[src/rtl/okstq_pkg.sv]
// shared types and constants for the owner-keyed sorted timer queue
`default_nettype none
package okstq_pkg;

  localparam int DEPTH_DEF = 32;
  localparam int MAX_POPS  = 32;
  localparam int OWNER_W   = 8;
  localparam int TIME_W    = 32;
  localparam int HANDLE_W  = 16;
  localparam int POP_W     = 6;
  localparam int STATUS_W  = 3;

  typedef enum logic [STATUS_W-1:0] {
    ST_INSERTED = 3'd0,
    ST_REARMED  = 3'd1,
    ST_FULL     = 3'd2,
    ST_EXPIRED  = 3'd3,
    ST_NONE     = 3'd4
  } status_t;

  localparam logic OP_ARM    = 1'b0;
  localparam logic OP_EXPIRE = 1'b1;

  typedef struct packed {
    logic    load;     // capture the request beat
    logic    idx_clr;
    logic    idx_inc;
    logic    keep;     // latch the handle of the matching entry
    logic    remove;   // close the gap at idx
    logic    insert;   // open a gap at idx and write the captured entry
    logic    pop;      // drop the head entry
    logic    emit;     // load the output register
    status_t code;
    logic    last;
  } cmd_t;

  typedef struct packed {
    logic at_end;
    logic owner_match;
    logic dl_greater;
    logic full;
    logic head_due;
    logic next_due;
    logic pops_max;
    logic out_free;
  } stat_t;

endpackage
`default_nettype wire

[src/rtl/okstq_req_if.sv]
// request channel: arm and expire beats
`default_nettype none
interface okstq_req_if;
  import okstq_pkg::*;
  logic                valid;
  logic                ready;
  logic                opcode;
  logic [OWNER_W-1:0]  owner;
  logic [TIME_W-1:0]   deadline;
  logic [HANDLE_W-1:0] handle;
  logic [TIME_W-1:0]   now;
  modport source (output valid, opcode, owner, deadline, handle, now, input ready);
  modport sink (input valid, opcode, owner, deadline, handle, now, output ready);
endinterface
`default_nettype wire

[src/rtl/okstq_rsp_if.sv]
// response channel: one beat per result
`default_nettype none
interface okstq_rsp_if;
  import okstq_pkg::*;
  logic                valid;
  logic                ready;
  logic [STATUS_W-1:0] status;
  logic [OWNER_W-1:0]  owner_out;
  logic [HANDLE_W-1:0] handle_out;
  logic [POP_W-1:0]    pop_count;
  logic                last;
  modport source (output valid, status, owner_out, handle_out, pop_count, last,
                  input ready);
  modport sink (input valid, status, owner_out, handle_out, pop_count, last,
                output ready);
endinterface
`default_nettype wire

[src/rtl/okstq_ctrl.sv]
// sequencer for owner search, removal, sorted insert and head pops
`default_nettype none
module okstq_ctrl (
  input  logic           clk,
  input  logic           rst,
  input  logic           req_valid,
  input  logic           req_opcode,
  output logic           req_ready,
  input  okstq_pkg::stat_t st,
  output okstq_pkg::cmd_t  cmd
);
  import okstq_pkg::*;

  typedef enum logic [2:0] {
    S_IDLE, S_SCAN, S_REMOVE, S_FIND, S_INSERT, S_ARM_OUT, S_EXP
  } state_t;

  state_t  state, state_next;
  status_t arm_code, arm_code_next;

  assign req_ready = (state == S_IDLE);

  always_comb begin
    cmd           = '0;
    cmd.code      = ST_NONE;
    state_next    = state;
    arm_code_next = arm_code;
    unique case (state)
      S_IDLE: begin
        if (req_valid) begin
          cmd.load    = 1'b1;
          cmd.idx_clr = 1'b1;
          state_next  = (req_opcode == OP_ARM) ? S_SCAN : S_EXP;
        end
      end
      S_SCAN: begin
        if (st.at_end) begin
          if (st.full) begin
            arm_code_next = ST_FULL;
            state_next    = S_ARM_OUT;
          end else begin
            arm_code_next = ST_INSERTED;
            cmd.idx_clr   = 1'b1;
            state_next    = S_FIND;
          end
        end else if (st.owner_match) begin
          arm_code_next = ST_REARMED;
          cmd.keep      = 1'b1;
          state_next    = S_REMOVE;
        end else begin
          cmd.idx_inc = 1'b1;
        end
      end
      S_REMOVE: begin
        cmd.remove  = 1'b1;
        cmd.idx_clr = 1'b1;
        state_next  = S_FIND;
      end
      S_FIND: begin
        if (st.at_end || st.dl_greater) state_next = S_INSERT;
        else cmd.idx_inc = 1'b1;
      end
      S_INSERT: begin
        cmd.insert = 1'b1;
        state_next = S_ARM_OUT;
      end
      S_ARM_OUT: begin
        if (st.out_free) begin
          cmd.emit   = 1'b1;
          cmd.code   = arm_code;
          cmd.last   = 1'b1;
          state_next = S_IDLE;
        end
      end
      S_EXP: begin
        if (st.out_free) begin
          if (st.head_due) begin
            cmd.pop  = 1'b1;
            cmd.emit = 1'b1;
            cmd.code = ST_EXPIRED;
            cmd.last = !(st.next_due && !st.pops_max);
            if (cmd.last) state_next = S_IDLE;
          end else begin
            // nothing due at entry
            cmd.emit   = 1'b1;
            cmd.code   = ST_NONE;
            cmd.last   = 1'b1;
            state_next = S_IDLE;
          end
        end
      end
      default: state_next = S_IDLE;
    endcase
  end

  always_ff @(posedge clk) begin
    if (rst) begin
      state    <= S_IDLE;
      arm_code <= ST_INSERTED;
    end else begin
      state    <= state_next;
      arm_code <= arm_code_next;
    end
  end

endmodule
`default_nettype wire

[src/rtl/okstq_dpath.sv]
// entry store as a shift line, scan index, capture and output registers
`default_nettype none
module okstq_dpath #(
  parameter int DEPTH = okstq_pkg::DEPTH_DEF
) (
  input  logic                          clk,
  input  logic                          rst,
  input  logic [okstq_pkg::OWNER_W-1:0] req_owner,
  input  logic [okstq_pkg::TIME_W-1:0]  req_deadline,
  input  logic [okstq_pkg::HANDLE_W-1:0] req_handle,
  input  logic [okstq_pkg::TIME_W-1:0]  req_now,
  input  okstq_pkg::cmd_t               cmd,
  output okstq_pkg::stat_t              st,
  okstq_rsp_if.source                   rsp
);
  import okstq_pkg::*;

  localparam int IW = $clog2(DEPTH);
  localparam int CW = $clog2(DEPTH + 1);

  logic [OWNER_W-1:0]  e_owner  [DEPTH];
  logic [TIME_W-1:0]   e_dl     [DEPTH];
  logic [HANDLE_W-1:0] e_handle [DEPTH];

  logic [CW-1:0]       count, idx, shl_pos;
  logic [IW-1:0]       ix;
  logic [OWNER_W-1:0]  cap_owner;
  logic [TIME_W-1:0]   cap_dl, cap_now;
  logic [HANDLE_W-1:0] cap_handle;
  logic [POP_W-1:0]    pops;
  logic                ovalid;

  assign ix      = idx[IW-1:0];
  assign shl_pos = cmd.pop ? '0 : idx;

  for (genvar g = 0; g < DEPTH; g++) begin : g_ent
    always_ff @(posedge clk) begin
      if (cmd.insert) begin
        if (CW'(g) == idx) begin
          e_owner[g]  <= cap_owner;
          e_dl[g]     <= cap_dl;
          e_handle[g] <= cap_handle;
        end else if (CW'(g) > idx) begin
          if (g > 0) begin
            e_owner[g]  <= e_owner[(g > 0) ? g - 1 : 0];
            e_dl[g]     <= e_dl[(g > 0) ? g - 1 : 0];
            e_handle[g] <= e_handle[(g > 0) ? g - 1 : 0];
          end
        end
      end else if (cmd.remove || cmd.pop) begin
        if (g < DEPTH - 1 && CW'(g) >= shl_pos) begin
          e_owner[g]  <= e_owner[(g < DEPTH - 1) ? g + 1 : g];
          e_dl[g]     <= e_dl[(g < DEPTH - 1) ? g + 1 : g];
          e_handle[g] <= e_handle[(g < DEPTH - 1) ? g + 1 : g];
        end
      end
    end
  end

  always_ff @(posedge clk) begin
    if (cmd.load) begin
      cap_owner  <= req_owner;
      cap_dl     <= req_deadline;
      cap_handle <= req_handle;
      cap_now    <= req_now;
    end else if (cmd.keep) begin
      cap_handle <= e_handle[ix];
    end
  end

  always_ff @(posedge clk) begin
    if (rst) begin
      count  <= '0;
      idx    <= '0;
      pops   <= '0;
      ovalid <= 1'b0;
    end else begin
      if (cmd.idx_clr)     idx <= '0;
      else if (cmd.idx_inc) idx <= idx + 1'b1;
      if (cmd.insert)                   count <= count + 1'b1;
      else if (cmd.remove || cmd.pop)   count <= count - 1'b1;
      if (cmd.load)     pops <= '0;
      else if (cmd.pop) pops <= pops + 1'b1;
      if (cmd.emit)           ovalid <= 1'b1;
      else if (rsp.ready)     ovalid <= 1'b0;
    end
  end

  // result beat register
  always_ff @(posedge clk) begin
    if (cmd.emit) begin
      rsp.status <= cmd.code;
      rsp.last   <= cmd.last;
      case (cmd.code)
        ST_EXPIRED: begin
          rsp.owner_out  <= e_owner[0];
          rsp.handle_out <= e_handle[0];
          rsp.pop_count  <= pops + 1'b1;
        end
        ST_NONE: begin
          rsp.owner_out  <= '0;
          rsp.handle_out <= '0;
          rsp.pop_count  <= '0;
        end
        default: begin
          rsp.owner_out  <= cap_owner;
          rsp.handle_out <= '0;
          rsp.pop_count  <= '0;
        end
      endcase
    end
  end

  assign rsp.valid = ovalid;

  assign st.at_end      = (idx == count);
  assign st.owner_match = (e_owner[ix] == cap_owner);
  assign st.dl_greater  = (e_dl[ix] > cap_dl);
  assign st.full        = (count == CW'(DEPTH));
  assign st.head_due    = (count != '0) && (e_dl[0] <= cap_now);
  assign st.next_due    = (count > CW'(1)) && (e_dl[1] <= cap_now);
  assign st.pops_max    = (pops == POP_W'(MAX_POPS - 1));
  assign st.out_free    = !ovalid || rsp.ready;

endmodule
`default_nettype wire

[src/rtl/owner_keyed_sorted_timer_queue.sv]
// arm: owner scan, a removal step on a re-arm, insert-place scan, an insert step, then the
// result beat once the output is free; a full queue with no owner match skips removal and insert and returns FULL.
// expire: one result beat per cycle per popped head entry while the sink is ready,
// at most MAX_POPS beats; the next request is taken after the last beat is loaded.
// synchronous active-high reset empties the queue; entry contents are not cleared.
`default_nettype none
module owner_keyed_sorted_timer_queue #(
  parameter int DEPTH = okstq_pkg::DEPTH_DEF
) (
  input  logic        clk,
  input  logic        rst,
  okstq_req_if.sink   req,
  okstq_rsp_if.source rsp
);
  import okstq_pkg::*;

  cmd_t  cmd;
  stat_t st;

  okstq_ctrl u_ctrl (
    .clk        (clk),
    .rst        (rst),
    .req_valid  (req.valid),
    .req_opcode (req.opcode),
    .req_ready  (req.ready),
    .st         (st),
    .cmd        (cmd)
  );

  okstq_dpath #(.DEPTH(DEPTH)) u_dpath (
    .clk          (clk),
    .rst          (rst),
    .req_owner    (req.owner),
    .req_deadline (req.deadline),
    .req_handle   (req.handle),
    .req_now      (req.now),
    .cmd          (cmd),
    .st           (st),
    .rsp          (rsp)
  );

endmodule
`default_nettype wire
[src/flat_wrapper.sv]
// flat-port wrapper written by rule: the top's interface ports become plain ports
module owner_keyed_sorted_timer_queue_flat import okstq_pkg::*;
#(
  parameter int DEPTH = okstq_pkg::DEPTH_DEF
)
  (clk, rst, req_valid, req_opcode, req_owner, req_deadline, req_handle, req_now, req_ready, rsp_valid, rsp_status, rsp_owner_out, rsp_handle_out, rsp_pop_count, rsp_last, rsp_ready);
  okstq_req_if req_i ();
  okstq_rsp_if rsp_i ();
  input  logic clk;
  input  logic rst;
  input wire logic [$bits(req_i.valid)-1:0] req_valid;
  input wire logic [$bits(req_i.opcode)-1:0] req_opcode;
  input wire logic [$bits(req_i.owner)-1:0] req_owner;
  input wire logic [$bits(req_i.deadline)-1:0] req_deadline;
  input wire logic [$bits(req_i.handle)-1:0] req_handle;
  input wire logic [$bits(req_i.now)-1:0] req_now;
  output wire logic [$bits(req_i.ready)-1:0] req_ready;
  output wire logic [$bits(rsp_i.valid)-1:0] rsp_valid;
  output wire logic [$bits(rsp_i.status)-1:0] rsp_status;
  output wire logic [$bits(rsp_i.owner_out)-1:0] rsp_owner_out;
  output wire logic [$bits(rsp_i.handle_out)-1:0] rsp_handle_out;
  output wire logic [$bits(rsp_i.pop_count)-1:0] rsp_pop_count;
  output wire logic [$bits(rsp_i.last)-1:0] rsp_last;
  input wire logic [$bits(rsp_i.ready)-1:0] rsp_ready;
  assign req_i.valid = req_valid;
  assign req_i.opcode = req_opcode;
  assign req_i.owner = req_owner;
  assign req_i.deadline = req_deadline;
  assign req_i.handle = req_handle;
  assign req_i.now = req_now;
  assign req_ready = req_i.ready;
  assign rsp_valid = rsp_i.valid;
  assign rsp_status = rsp_i.status;
  assign rsp_owner_out = rsp_i.owner_out;
  assign rsp_handle_out = rsp_i.handle_out;
  assign rsp_pop_count = rsp_i.pop_count;
  assign rsp_last = rsp_i.last;
  assign rsp_i.ready = rsp_ready;
  owner_keyed_sorted_timer_queue #(.DEPTH(DEPTH)) u_core (.clk(clk), .rst(rst), .req(req_i), .rsp(rsp_i));
endmodule
[config.mk]
export PLATFORM = sky130hd
export DESIGN_NAME = owner_keyed_sorted_timer_queue_flat
export DESIGN_NICKNAME = d
export VERILOG_FILES = /design/src/rtl/okstq_pkg.sv /design/src/rtl/okstq_req_if.sv /design/src/rtl/okstq_rsp_if.sv /design/src/rtl/okstq_ctrl.sv /design/src/rtl/okstq_dpath.sv /design/src/rtl/owner_keyed_sorted_timer_queue.sv /design/src/flat_wrapper.sv
export SDC_FILE = /design/constraint.sdc
export NUM_CORES = 2
export LEC_CHECK = 0
export BUFFER_PORTS_ARGS = -buffer_cell sky130_fd_sc_hd__clkbuf_2
export CELL_PAD_IN_SITES_DETAIL_PLACEMENT = 0
export CELL_PAD_IN_SITES_GLOBAL_PLACEMENT = 1
export CORE_MARGIN = 1.5
export CORE_UTILIZATION = 53
export CTS_CLUSTER_DIAMETER = 30
export DETAILED_ROUTE_END_ITERATION = 10
export GPL_ROUTABILITY_DRIVEN = 0
export PLACE_DENSITY_LB_ADDON = 0.1
export SLEW_MARGIN = 20
export SYNTH_ARGS = -nofsm -noshare
export SYNTH_HDL_FRONTEND = slang
export SYNTH_HIERARCHICAL = 1
export SYNTH_SLANG_ARGS = --single-unit
[constraint.sdc]
create_clock -name clk -period 9.7 [get_ports clk]
set_input_delay 2.91 -clock clk [delete_from_list [all_inputs] [get_ports clk]]
set_output_delay 2.91 -clock clk [all_outputs]
set_load 0.02 [all_outputs]
==> results.rst <==
.. list-table::
   :header-rows: 1

   * - Metric
     - Value
   * - Result of the run
     - complete, no violations
   * - Met3 Use GR
     - around 11%
   * - Site Rows
     - approximately 170
   * - Clk Tree Root Cell
     - sky130_fd_sc_hd__clkbuf_16
   * - Hpwl dp
     - between 200000 and 300000 um
   * - Total power density per cell area
     - ~430 nW/um2
   * - Flop and latch count out of synthesis
     - between 1500 and 2000
   * - RSZ-0062 raised after global routing
     - false
   * - Gr usage total
     - ~40%
   * - CTS buffer count
     - 542
   * - Sequential element share of the synthesized area
     - between 50% and 60%
   * - CP Data Arrival Time
     - ~7.9 ns
   * - Count of nets left with antenna violations after detail routing
     - 0
   * - Kind of path behind the tightest hold check
     - reg -> reg
   * - Number of warning messages in the yosys log
     - 6
   * - Number of cells traversed by the worst register-to-register path
     - 18
   * - Hold path depth
     - 2
   * - Number of antenna violations at the first check in global routing
     - 10
   * - Core Region
     - around 210000 um2
   * - Share of the clock period used by the worst path
     - approximately three quarters
   * - Peak supply drop
     - 0.458 mV
   * - Final hold violation count
     - 0
   * - Final setup TNS
     - 0 ns
   * - Clock Sink Count
     - 1943
   * - CTS clock-pin slew for the worst setup and hold paths
     - about 0.05 ns
   * - Area growth from synthesis to layout
     - 18.1%
   * - Chip height
     - 464 um
   * - Quantity of hold-fixing buffers added after cts
     - 0
   * - DRC violations left
     - 0
   * - Number of failing setup endpoints in the final timing report
     - 0
   * - Number of synthesized flops with an enable pin
     - about 1900
   * - Count of final max-slew check failures
     - 0
   * - Endpoint type of the worst setup path
     - flop
   * - Post-synth top flop
     - sky130_fd_sc_hd__edfxtp_1
   * - Min Tclk post-route
     - roughly 7.3 ns
   * - Maximum number of pins on one net before global-route repair
     - between 100 and 150
   * - Total Wirelength
     - around 440000 um
   * - Overall power after layout
     - 56.8 mW
   * - TritonCTS clock tree
     - done
   * - Global Route met2 Usage
     - between 50% and 60%
   * - PortBufs
     - between 100 and 150
   * - Highest net fanout along the worst path
     - 28
   * - Post-CTS Repair Setup Buffers
     - 0
   * - Relative slew slack
     - 15.5%
   * - Die W
     - 464 um
   * - Total number of vias
     - about 90000
   * - Worst EP required
     - between 10 and 15 ns
   * - Count of unique library cells instantiated by Yosys
     - 64
   * - Area used by multi-input combinational logic
     - just over 50000 um2
   * - Proportion of layout cells with a drive suffix above 1
     - around a fifth
   * - Average routed wire per standard cell
     - approximately 34 um
   * - Async S/R FF share, synth
     - 0%
   * - Post-Syn Nets
     - around 9800
   * - Worst Max-Slew Pin Slew
     - approximately 1.3 ns
   * - Sequential cell area
     - a little under 60000 um2
   * - Kind of launch point of the worst setup path
     - flop
   * - Fillers
     - around 16000
   * - CTS H-tree depth
     - 6
   * - Max-cap violations
     - 0
   * - CP Class
     - reg -> reg
   * - Count of pins on the block boundary
     - between 100 and 150
   * - Count of TritonRoute iterations in the first routing pass
     - 10
   * - Global-route wire length before repair
     - roughly 620000 um
   * - Die Footprint
     - ~210000 um2
   * - Post-synth design cell area
     - roughly 110000 um2
   * - Post-cts repair resize count
     - 0
   * - Remaining global-route overflow
     - 0
   * - Insertion delay of the later-clocked pin in the worst-skew pair
     - about 0.97 ns
   * - Global Route met1 Usage
     - between 50% and 60%
   * - Leak
     - between 50 and 60 nW
   * - Post-DR vias/cell
     - slightly below 7
   * - First-iteration detailed-routing DRC count
     - between 10000 and 15000
   * - Busiest metal layer after global routing
     - met2
   * - NumNets Final
     - between 9000 and 10000
   * - Number of global-route vias before repair
     - 84400
   * - Starting density of the core
     - 53.5%
   * - Worst Clk Skew
     - ~0.048 ns
   * - Syn Area/Cell
     - 11.7 um2
   * - Number of instances in the synthesized netlist
     - just under 10000
   * - Achievable frequency
     - ~140 MHz
   * - Bufs on Longest Clock Path
     - 4
-- synth_stat cells, drive strengths merged (3+ instances only) --
cell	n	area (um2)
o21a	4	30.0
nor3	21	110
xor2	14	123
buf	368	1800
nor2	1108	4160
a31oi	29	181
o21ai	883	4420
mux2	120	1360
mux2i	1557	15600
edfxtp	1914	57500
o211ai	8	65.1
a22oi	26	195
nand4	23	144
xnor2	15	131
or2	10	62.6
clkbuf	551	2070
and3	20	125
a21oi	1047	5240
mux4	544	12300
nand3	20	100
nor4	3	25.0
o31ai	4	30.0
or3	9	56.3
nor3b	5	37.5
clkinv	3	11.3
a21o	35	263
o22ai	14	87.6
ha	104	1300
inv	79	297
a211oi	6	45.0
nand2b	17	106
o32ai	4	35.0
nand2	977	3670
nor2b	15	93.8
dfxtp	29	581
and2	6	37.5
-- critical path, stage by stage, from the launching register on --
cell and delay (ns):
sky130_fd_sc_hd__edfxtp_1 0.43, sky130_fd_sc_hd__ha_1 0.32, sky130_fd_sc_hd__a21o_1 0.20, sky130_fd_sc_hd__a21o_1 0.18
sky130_fd_sc_hd__a21o_1 0.17, sky130_fd_sc_hd__a21oi_1 0.14, sky130_fd_sc_hd__nor2_1 0.05, sky130_fd_sc_hd__a211oi_1 0.54
sky130_fd_sc_hd__o21ai_0 0.35, sky130_fd_sc_hd__o21ai_0 0.26, sky130_fd_sc_hd__buf_4 0.26, sky130_fd_sc_hd__and3b_4 0.26
sky130_fd_sc_hd__nor2b_4 0.25, sky130_fd_sc_hd__nor2_1 0.13, sky130_fd_sc_hd__or2_2 0.66, sky130_fd_sc_hd__or3_1 0.63
sky130_fd_sc_hd__o21ai_4 0.62, sky130_fd_sc_hd__or2_4 0.83, sky130_fd_sc_hd__buf_4 0.63
-- report_power, final --
group,switching [mW],internal (mW)
clock,5.21,11.5
sequential,3.80,16.2
combinational,13.2,6.93
total,22.2,34.7
-- final timing paths --
path | endpoint | slack (ns) | startpoint
max | u_core/u_dpath/e_dl[24][9]$_DFFE_PP_ | 2.36 | u_core/u_dpath/e_dl[0][17]$_DFFE_PP_
min | u_core/u_ctrl/arm_code[1]$_SDFFE_PP0P_ | 0.52 | u_core/u_ctrl/arm_code[1]$_SDFFE_PP0P_
max reg2reg | u_core/u_dpath/e_dl[24][9]$_DFFE_PP_ | 2.36 | u_core/u_dpath/e_dl[0][17]$_DFFE_PP_
min reg2reg | u_core/u_ctrl/arm_code[1]$_SDFFE_PP0P_ | 0.52 | u_core/u_ctrl/arm_code[1]$_SDFFE_PP0P_
-- per-layer routing --
layer  vias up  routed length, um
met1     43500             162000
met5         -                148
met4        13              24400
met3      1373              58000
li1      36200                  -
met2      6719             193000
-- cells by family after synthesis --
kind of cell / Yosys count / synth area share [%]
AO/OA/AOI/OAI: 2077 / 9.56
XOR/XNOR: 29 / 0.226
adder cells (fa/ha/maj): 104 / 1.16
buffers and inverters: 1001 / 3.71
flip-flops: 1943 / 51.6
multiplexers: 2221 / 26.0
AND/OR/NAND/NOR: 2237 / 7.78
-- metrics by stage --
step / hold slack (ns) / setup WS, ns / util (%) / cell area (um2) / instances
after CTS: 0.517 / 2.62 / 63.1 / 133000 / 12800
after global placement: 0.504 / 2.10 / 55.0 / 116000 / 11900
after global routing: 0.572 / 2.38 / 63.2 / 133000 / 12800
after detailed placement: 0.502 / 2.21 / 55.1 / 116000 / 11900
final: 0.525 / 2.36 / 63.2 / 133000 / 12800
after floorplan: 0.466 / 1.17 / - / 112000 / 9612
-- cell type report --
| type | instances | area share (%) |
|---|---|---|
| diodes | 3 | 0.00565 |
| clock buffers | 661 | 10.8 |
| clock inverters | 271 | 1.90 |
| inverters | 82 | 0.239 |
| multi-input cells | 6668 | 38.5 |
| flip-flops and latches | 1943 | 43.7 |
| well taps | 2805 | 2.64 |
| repair buffers | 386 | 2.19 |
-- flip-flops by register name, indices dropped and copies added (netlist names), 8 cells and up, named ones only --
name                           flops
u_core/u_dpath/e_dl             1024
u_core/u_dpath/e_handle          512
u_core/u_dpath/e_owner           256
u_core/u_dpath/cap_dl             32
u_core/u_dpath/cap_now            32
u_core/u_dpath/cap_handle         16
u_core/u_dpath/rsp.handle_out     16
u_core/u_dpath/cap_owner           8
u_core/u_dpath/rsp.owner_out       8
-- cell usage in the layout, fill, tap and decap left out, types with 82 or more instances in the layout --
cell,instances
sky130_fd_sc_hd__edfxtp_1,1914
sky130_fd_sc_hd__mux2i_1,1557
sky130_fd_sc_hd__nor2_1,1095
sky130_fd_sc_hd__a21oi_1,1042
sky130_fd_sc_hd__nand2_1,949
sky130_fd_sc_hd__o21ai_0,834
sky130_fd_sc_hd__clkbuf_16,560
sky130_fd_sc_hd__mux4_2,544
sky130_fd_sc_hd__buf_4,231
sky130_fd_sc_hd__clkbuf_2,128
sky130_fd_sc_hd__mux2_2,119
sky130_fd_sc_hd__ha_1,104
sky130_fd_sc_hd__clkinv_1,103
sky130_fd_sc_hd__clkbuf_1,99
sky130_fd_sc_hd__clkinv_2,82
(Power assumes the default switching activity.)
